==> src/crlfrx_pkg.sv <==
// ----------------------------------------------------------------------------
// crlfrx_pkg
// Shared types and constants for the CR/LF delimited frame receiver.
// ----------------------------------------------------------------------------
`default_nettype none

package crlfrx_pkg;

    // frame buffer depth, bounds the stored byte count
    localparam int BUF_DEPTH = 512;

    // width used for the limit compare, covers any buffer depth up to 4096
    localparam int LIM_W = 13;

    // delimiter characters
    localparam logic [7:0] CH_CR = 8'h0D;
    localparam logic [7:0] CH_LF = 8'h0A;

    // configuration register map
    localparam logic [0:0] REG_MAX_LENGTH = 1'b0;
    localparam logic [9:0] MAX_LENGTH_RESET = 10'd500;

    // state word kept in the state memory
    localparam int STATE_DEPTH = 2;
    localparam logic [0:0] STATE_ADDR = 1'b0;

    typedef struct packed {
        logic [15:0] frame_counter;
        logic [9:0]  fill_count;
        logic        cr_armed;
        logic        last_was_lf;
        logic        in_frame;
    } crlfrx_state_t;

    localparam int STATE_W = $bits(crlfrx_state_t);

    // one result item
    typedef struct packed {
        logic        store_valid;
        logic [8:0]  store_index;
        logic [7:0]  store_byte;
        logic        frame_done;
        logic [9:0]  frame_length;
        logic        overflow;
        logic [15:0] frames_seen;
    } crlfrx_result_t;

endpackage : crlfrx_pkg

`default_nettype wire

==> src/crlfrx_ram.sv <==
// ----------------------------------------------------------------------------
// crlfrx_ram
// Generic single-clock RAM, one write port and one read port, registered read.
// ----------------------------------------------------------------------------
`default_nettype none

module crlfrx_ram #(
    parameter int WIDTH = 8,
    parameter int DEPTH = 2
) (
    input  wire logic                                       clk,
    input  wire logic                                       we,
    input  wire logic [(DEPTH > 1 ? $clog2(DEPTH) : 1)-1:0] waddr,
    input  wire logic [WIDTH-1:0]                           wdata,
    input  wire logic                                       re,
    input  wire logic [(DEPTH > 1 ? $clog2(DEPTH) : 1)-1:0] raddr,
    output logic      [WIDTH-1:0]                           rdata
);

    logic [WIDTH-1:0] mem [DEPTH];

    // write port
    always_ff @(posedge clk)
    begin
        if (we)
        begin
            mem[waddr] <= wdata;
        end
    end

    // registered read, holds while re is low
    always_ff @(posedge clk)
    begin
        if (re)
        begin
            rdata <= mem[raddr];
        end
    end

endmodule : crlfrx_ram

`default_nettype wire

==> src/crlfrx_cfg.sv <==
// ----------------------------------------------------------------------------
// crlfrx_cfg
// APB register slave holding the max_length register.
// ----------------------------------------------------------------------------
`default_nettype none

module crlfrx_cfg
    import crlfrx_pkg::*;
(
    input  wire logic        clk,
    input  wire logic        rst_n,
    input  wire logic        psel,
    input  wire logic        penable,
    input  wire logic        pwrite,
    input  wire logic [2:0]  paddr,
    input  wire logic [31:0] pwdata,
    output logic      [31:0] prdata,
    output logic             pready,
    output logic      [9:0]  max_length
);

    logic [9:0] max_length_reg;
    logic       wr_en;

    assign pready = 1'b1;

    // word-aligned decode, low address bits ignored
    assign wr_en = psel && penable && pwrite && pready && (paddr[2] == REG_MAX_LENGTH);

    always_ff @(posedge clk or negedge rst_n)
    begin
        if (!rst_n)
        begin
            max_length_reg <= MAX_LENGTH_RESET;
        end
        else if (wr_en)
        begin
            max_length_reg <= pwdata[9:0];
        end
    end

    // read mux
    always_comb
    begin
        prdata = 32'd0;
        if (paddr[2] == REG_MAX_LENGTH)
        begin
            prdata = {22'd0, max_length_reg};
        end
    end

    assign max_length = max_length_reg;

endmodule : crlfrx_cfg

`default_nettype wire

==> src/crlfrx_update.sv <==
// ----------------------------------------------------------------------------
// crlfrx_update
// Next-state and result logic for one received byte.
// ----------------------------------------------------------------------------
`default_nettype none

module crlfrx_update
    import crlfrx_pkg::*;
(
    input  wire crlfrx_state_t  cur_state,
    input  wire logic [7:0]     rx_byte,
    input  wire logic [9:0]     max_length,
    output crlfrx_state_t       next_state,
    output crlfrx_result_t      result
);

    localparam logic [LIM_W-1:0] BUF_LIM = LIM_W'(BUF_DEPTH);

    logic [LIM_W-1:0] max_ext;
    logic [LIM_W-1:0] limit;
    logic [9:0]       fill_inc;
    logic             closing;
    logic             is_cr;
    logic             is_lf;

    // effective limit is the smaller of max_length and the buffer depth
    assign max_ext  = {{(LIM_W-10){1'b0}}, max_length};
    assign limit    = (max_ext > BUF_LIM) ? BUF_LIM : max_ext;
    assign fill_inc = cur_state.fill_count + 10'd1;
    assign is_cr    = (rx_byte == CH_CR);
    assign is_lf    = (rx_byte == CH_LF);
    assign closing  = cur_state.last_was_lf && is_cr;

    always_comb
    begin
        next_state = cur_state;
        result     = '0;

        if (cur_state.in_frame)
        begin
            if (closing)
            begin
                // LF then CR closes the frame, CR not stored
                result.frame_done        = 1'b1;
                result.frame_length      = cur_state.fill_count;
                next_state.frame_counter = cur_state.frame_counter + 16'd1;
                next_state.fill_count    = 10'd0;
                next_state.in_frame      = 1'b0;
                next_state.last_was_lf   = 1'b0;
                next_state.cr_armed      = 1'b0;
            end
            else
            begin
                // store the byte at the current fill position
                result.store_valid     = 1'b1;
                result.store_index     = cur_state.fill_count[8:0];
                result.store_byte      = rx_byte;
                next_state.fill_count  = fill_inc;
                next_state.cr_armed    = 1'b0;
                next_state.last_was_lf = is_lf;
                // drop the frame once the limit is reached
                if ({{(LIM_W-10){1'b0}}, fill_inc} >= limit)
                begin
                    result.overflow       = 1'b1;
                    next_state.fill_count = 10'd0;
                    next_state.in_frame   = 1'b0;
                end
            end
        end
        else
        begin
            // idle: CR arms, LF while armed opens a frame
            if (is_cr)
            begin
                next_state.cr_armed = 1'b1;
            end
            else if (is_lf && cur_state.cr_armed)
            begin
                next_state.in_frame    = 1'b1;
                next_state.last_was_lf = 1'b0;
                next_state.cr_armed    = 1'b0;
            end
        end

        result.frames_seen = next_state.frame_counter;
    end

endmodule : crlfrx_update

`default_nettype wire

==> src/crlf_delimited_frame_receiver_unit.sv <==
// ----------------------------------------------------------------------------
// crlf_delimited_frame_receiver_unit
// CR/LF delimited frame receiver: one byte in, one store/done/overflow item out.
// ----------------------------------------------------------------------------
//   channel  | dir | handshake               | payload
//   s_*      | in  | s_tvalid / s_tready     | s_tdata: rx_byte
//   m_*      | out | m_tvalid / m_tready     | m_tdata, m_tlast, m_tuser
//   apb      | in  | psel & penable & pwrite | max_length at byte address 0
//
// One item per cycle sustained unless m_tready stalls; an item passes the
// compute stage register, then the output register. The receiver state lives in
// one word of a registered-read RAM, read when an item is taken and written back
// when the compute stage fires; a back-to-back item takes the written-back word
// through a forwarding register instead of the RAM. Reset clears control flops;
// the state word reads as zero until first written. A stall on m_tready holds the
// output register and the compute stage, then drops s_tready.
// ----------------------------------------------------------------------------
`default_nettype none

module crlf_delimited_frame_receiver_unit
    import crlfrx_pkg::*;
(
    input  wire logic        clk,
    input  wire logic        rst_n,
    // input stream
    input  wire logic        s_tvalid,
    output logic             s_tready,
    input  wire logic [7:0]  s_tdata,   // [7:0] rx_byte
    // output stream
    output logic             m_tvalid,
    input  wire logic        m_tready,
    output logic      [47:0] m_tdata,   // [8:0] store_index, [16:9] store_byte,
                                        // [26:17] frame_length, [42:27] frames_seen
    output logic             m_tlast,   // frame_done
    output logic      [1:0]  m_tuser,   // [0] store_valid, [1] overflow
    // configuration
    input  wire logic        psel,
    input  wire logic        penable,
    input  wire logic        pwrite,
    input  wire logic [2:0]  paddr,
    input  wire logic [31:0] pwdata,
    output logic      [31:0] prdata,
    output logic             pready
);

    logic [9:0]     max_length;
    logic           s_fire;
    logic           s1_fire;

    logic           s1_valid_reg;
    logic           s1_valid_next;
    logic [7:0]     s1_byte_reg;
    logic           s1_fwd_reg;
    crlfrx_state_t  s1_fwd_state_reg;
    logic           s1_init_reg;
    logic           state_written_reg;

    logic [STATE_W-1:0] ram_rdata;
    crlfrx_state_t  cur_state;
    crlfrx_state_t  next_state;
    crlfrx_result_t result;

    logic           o_valid_reg;
    crlfrx_result_t o_result_reg;

    // configuration registers
    crlfrx_cfg u_cfg (
        .clk        (clk),
        .rst_n      (rst_n),
        .psel       (psel),
        .penable    (penable),
        .pwrite     (pwrite),
        .paddr      (paddr),
        .pwdata     (pwdata),
        .prdata     (prdata),
        .pready     (pready),
        .max_length (max_length)
    );

    // handshakes
    assign s1_fire  = s1_valid_reg && (!o_valid_reg || m_tready);
    assign s_tready = !s1_valid_reg || s1_fire;
    assign s_fire   = s_tvalid && s_tready;

    // state memory: read on accept, write back when the compute stage fires
    crlfrx_ram #(
        .WIDTH (STATE_W),
        .DEPTH (STATE_DEPTH)
    ) u_state_ram (
        .clk   (clk),
        .we    (s1_fire),
        .waddr (STATE_ADDR),
        .wdata (next_state),
        .re    (s_fire),
        .raddr (STATE_ADDR),
        .rdata (ram_rdata)
    );

    // pick forwarded word, RAM word, or the reset value
    always_comb
    begin
        if (s1_fwd_reg)
        begin
            cur_state = s1_fwd_state_reg;
        end
        else if (s1_init_reg)
        begin
            cur_state = crlfrx_state_t'(ram_rdata);
        end
        else
        begin
            cur_state = '0;
        end
    end

    crlfrx_update u_update (
        .cur_state  (cur_state),
        .rx_byte    (s1_byte_reg),
        .max_length (max_length),
        .next_state (next_state),
        .result     (result)
    );

    // compute stage control
    assign s1_valid_next = s_fire || (s1_valid_reg && !s1_fire);

    always_ff @(posedge clk or negedge rst_n)
    begin
        if (!rst_n)
        begin
            s1_valid_reg      <= 1'b0;
            s1_fwd_reg        <= 1'b0;
            s1_init_reg       <= 1'b0;
            state_written_reg <= 1'b0;
        end
        else
        begin
            s1_valid_reg <= s1_valid_next;
            if (s_fire)
            begin
                // a write-back in the read cycle is not seen by the RAM read
                s1_fwd_reg  <= s1_fire;
                s1_init_reg <= state_written_reg;
            end
            if (s1_fire)
            begin
                state_written_reg <= 1'b1;
            end
        end
    end

    // compute stage payload
    always_ff @(posedge clk)
    begin
        if (s_fire)
        begin
            s1_byte_reg      <= s_tdata;
            s1_fwd_state_reg <= next_state;
        end
    end

    // output register
    always_ff @(posedge clk or negedge rst_n)
    begin
        if (!rst_n)
        begin
            o_valid_reg <= 1'b0;
        end
        else if (s1_fire)
        begin
            o_valid_reg <= 1'b1;
        end
        else if (m_tready)
        begin
            o_valid_reg <= 1'b0;
        end
    end

    always_ff @(posedge clk)
    begin
        if (s1_fire)
        begin
            o_result_reg <= result;
        end
    end

    // output packing
    assign m_tvalid = o_valid_reg;
    assign m_tlast  = o_result_reg.frame_done;
    assign m_tuser  = {o_result_reg.overflow, o_result_reg.store_valid};
    assign m_tdata  = {5'd0,
                       o_result_reg.frames_seen,
                       o_result_reg.frame_length,
                       o_result_reg.store_byte,
                       o_result_reg.store_index};

endmodule : crlf_delimited_frame_receiver_unit

`default_nettype wire

==> config.mk <==
export PLATFORM = sky130hd
export DESIGN_NAME = crlf_delimited_frame_receiver_unit
export DESIGN_NICKNAME = d
export VERILOG_FILES = /design/src/crlfrx_pkg.sv /design/src/crlfrx_ram.sv /design/src/crlfrx_cfg.sv /design/src/crlfrx_update.sv /design/src/crlf_delimited_frame_receiver_unit.sv
export SDC_FILE = /design/constraint.sdc
export NUM_CORES = 1
export LEC_CHECK = 0
export BUFFER_PORTS_ARGS = -buffer_cell sky130_fd_sc_hd__buf_2
export CORE_UTILIZATION = 40
export CTS_CLUSTER_DIAMETER = 100
export DETAILED_ROUTE_END_ITERATION = 10
export PLACE_DENSITY = 0.71
export SETUP_SLACK_MARGIN = 0.3
export SLEW_MARGIN = 20
export SYNTH_ARGS = -nofsm -noshare
export SYNTH_HDL_FRONTEND = slang
export SYNTH_SLANG_ARGS = --single-unit
==> constraint.sdc <==
create_clock -name clk -period 4.5 [get_ports clk]
set_input_delay 0.225 -clock clk [delete_from_list [all_inputs] [get_ports clk]]
set_output_delay 0.225 -clock clk [all_outputs]
set_load 0.03 [all_outputs]
==> results.ini <==
[outcome]
status = finished clean

[sta]
worst_pin_slew_ps = 923
maxSlewHeadroom_pct = 38.3
period_needed_ps = 3920
rsz0062_at_grt = no
max_freq_mhz = 255
drv_slew = 0
hold_viol = 0
min_period_over_period_pct = 87.1
setup_viol = 0
clock_skew_ps = 9.49
tns_ps = 0

[placed_design]
io_buffers = 83
place_area_um2 = 6860
dp_hpwl_mm = 8.29
place_congestion = 0.817

[grt]
antenna_found_initial = 0
grt-ovfl-total = 0
grt_pass1_vias = 3925
grt_max_degree = 62
grt_use_total_pct = 15.5
grt_pass1_wl_mm = 19.4

[synthesis]
syn_area_um2 = 6450
synth_edf_count = 125
synth_top_area_share_pct = 58.2
ys_seq_elements = 140
async_flop_share_pct = 10.7
ys.flop_type = edfxtp_1
synth_largest_area_cell = edfxtp_1
yosysWarnings = 0
ys_types = 63
yosysMostFrequentCell = edfxtp_1
synthCells = 485
synth_area_per_cell_um2 = 13.3
synth_area_leaders = edfxtp_1 (58%), buf_4 (5.4%), dfrtp_1 (3.5%), dfstp_2 (2.4%), ha_1 (2.3%)
synth_common_cells = edfxtp_1 (125), buf_4 (46), nand2_1 (39), nor2_1 (31), nand3_1 (17)
yosysSeqAreaShare_pct = 64.1

[worst_setup_path]
reg2reg_to = s1_fwd_state_reg[8]$_DFFE_PP_
critPathArrivalTime_ps = 4160
cp.required_ps = 4740
worst_setup_path_start_kind = register
reg2reg_setup_slack_ps = 580
path_class = register to register
path_max_fanout = 20
end_kind = register
r2r-start = s1_fwd_reg$_DFFE_PN0P_
r2r_cells = 15

[cts]
post-cts-setup-buffers = 0
cts_buffer_depth = 2
cts.clk_slew.worst_paths_ps = 60
cts_htree_levels = 4
cts.sinks = 140
cts_tree = yes
root_buffer = clkbuf_16
cts_made_buffers = 17
clkLatencyLatePin_ps = 420

[final_layout]
synthToLayoutAreaGrowth_pct = 16.6
nets = 630
n_antenna_cell = 0
largest_reg_flops = 42
layout-drive-gt1-share_pct = 26.7
stdcell_area_um2 = 7520

[worst_hold_path]
worstHoldStart = pwdata[1]
hold_path_depth = 2
hp-class = input pin to register
hold_path_end = u_cfg.max_length[1]$_DFFE_PN0P_

[floorplanning]
fp-row-count = 46
start_util_pct = 40.7
io_pins = 136
fp.dieH_um = 129
die_x_um = 129
core_um2 = 15800
die_area_um2 = 16600

[power]
clkPwrFrac_pct = 34.6
internal_power_mw = 2.68
powerDensity_nw_per_um2 = 508
switchingPower_mw = 1.14
switching_share_pct = 29.8
seq_power_share_pct = 45.5
leakage_nw = 2.90
max-vdd-ir-drop_mv = 0.317
combPwrFrac_pct = 19.8

[drt]
detail-route-antenna-nets = 0
wirelength_mm = 12.2
drtIter0Drc = 340
wl_per_cell_um = 15.4
drt-pass1-iter-count = 5
drc_errors = 0
vias_per_cell = 5.01
via_count = 3992

[job]
drv_cap = 0

worst max path at each step:
stage | startpoint | end | slack [ps] | depth (start not counted)
floorplan | s1_fwd_reg$_DFFE_PN0P_ | s1_fwd_state_reg[7]$_DFFE_PP_ | 840 | 18
global placement | s1_fwd_reg$_DFFE_PN0P_ | s1_fwd_state_reg[8]$_DFFE_PP_ | 590 | 16
detailed placement | s1_fwd_reg$_DFFE_PN0P_ | s1_fwd_state_reg[12]$_DFFE_PP_ | 440 | 16
CTS | s1_fwd_reg$_DFFE_PN0P_ | s1_fwd_state_reg[12]$_DFFE_PP_ | 410 | 16
global route | s1_fwd_reg$_DFFE_PN0P_ | s1_fwd_state_reg[8]$_DFFE_PP_ | 320 | 15
finish | s1_fwd_reg$_DFFE_PN0P_ | s1_fwd_state_reg[8]$_DFFE_PP_ | 580 | 15
cells by family (layout without fill, tap and decap cells):
| kind of cell | Yosys count | after routing | synth area share [%] |
|---|---|---|---|
| AND/OR/NAND/NOR | 162 | 162 | 14.1 |
| flip-flops | 140 | 140 | 64.1 |
| buffers and inverters | 73 | 143 | 7.49 |
| AO/OA/AOI/OAI | 65 | 65 | 7.22 |
| XOR/XNOR | 20 | 20 | 2.72 |
| adder cells (fa/ha/maj) | 12 | 12 | 2.33 |
| multiplexers | 11 | 11 | 1.92 |
| other | 2 | 28 | 0.116 |
stage by stage:
| step | total power [mW] | hold WS [ps] | utilization [%] | worst slack, ps | cells |
|---|---|---|---|---|---|
| final | 3.82 | 34.0 | 47.5 | 579 | 797 |
| after global routing | 4.00 | 13.5 | 47.5 | 317 | 797 |
| after CTS | 3.86 | 13.1 | 47.5 | 413 | 797 |
| after detailed placement | 2.52 | 137 | 43.3 | 440 | 756 |
| after global placement | 2.48 | 128 | 43.3 | 591 | 756 |
| after floorplan | 2.35 | -70.6 | - | 837 | 511 |
layout by cell type (no fill, tap or decap), types with 8 or more instances in the layout:
cell and instances:
nand2_1 39, ha_1 12, a21oi_1 9, xnor2_1 14, and2_1 9, nor2_1 31
buf_2 83, a22oi_1 15, conb_1 28, clkbuf_16 17, buf_4 9, edfxtp_1 125
nor2b_1 12, nand3_1 17, mux2_2 11, dlygate4sd3_1 9, and3_1 13, dfrtp_1 8
routing by layer:
metal	share of wire [%]	wire length [um]	up-vias	GRT usage (%)
met2	48	5910	161	25.8
met3	5.7	693	25	5.07
met4	1.8	218	0	5.81
met1	44	5420	1922	18.9
li1	-	-	1884	-
met5	0	0	-	0
worst max-delay path: stages, from the launching register on:
cell	delay, ps
dfrtp_2	540
nand3b_1	260
and2_1	250
inv_1	160
ha_1	210
inv_1	80
a221oi_2	370
nand3_1	160
xor2_1	280
ha_1	300
and3_1	170
a221oi_1	320
and3_1	240
buf_4	170
a31oi_1	90
o22ai_1	170
power by group through the flow:
stage                     combinational [mW]  sequential (mW)  clock (mW)
final                                  0.758             1.74        1.32
after detailed placement               0.753             1.77           0
after floorplan                        0.555             1.79           0
after CTS                              0.764             1.74        1.36
after global placement                 0.725             1.76           0
after global routing                   0.833             1.76        1.41
final cells by class:
class / instances / area, um2
sequential: 140 / 4140
timing repair buffer: 101 / 573
tap: 216 / 270
inverter: 10 / 42.5
clock buffer: 17 / 425
multi-input combinational: 298 / 1930
clock inverter: 15 / 140
fill: 1424 / 8310
what timing repair did:
action	in CTS	in global routing
gates resized for setup	0	1
endpoints found under the hold margin	23	0
hold buffers	9	0
setup endpoints to repair	0	20
Note: power is estimated with default switching activity, not from simulation.
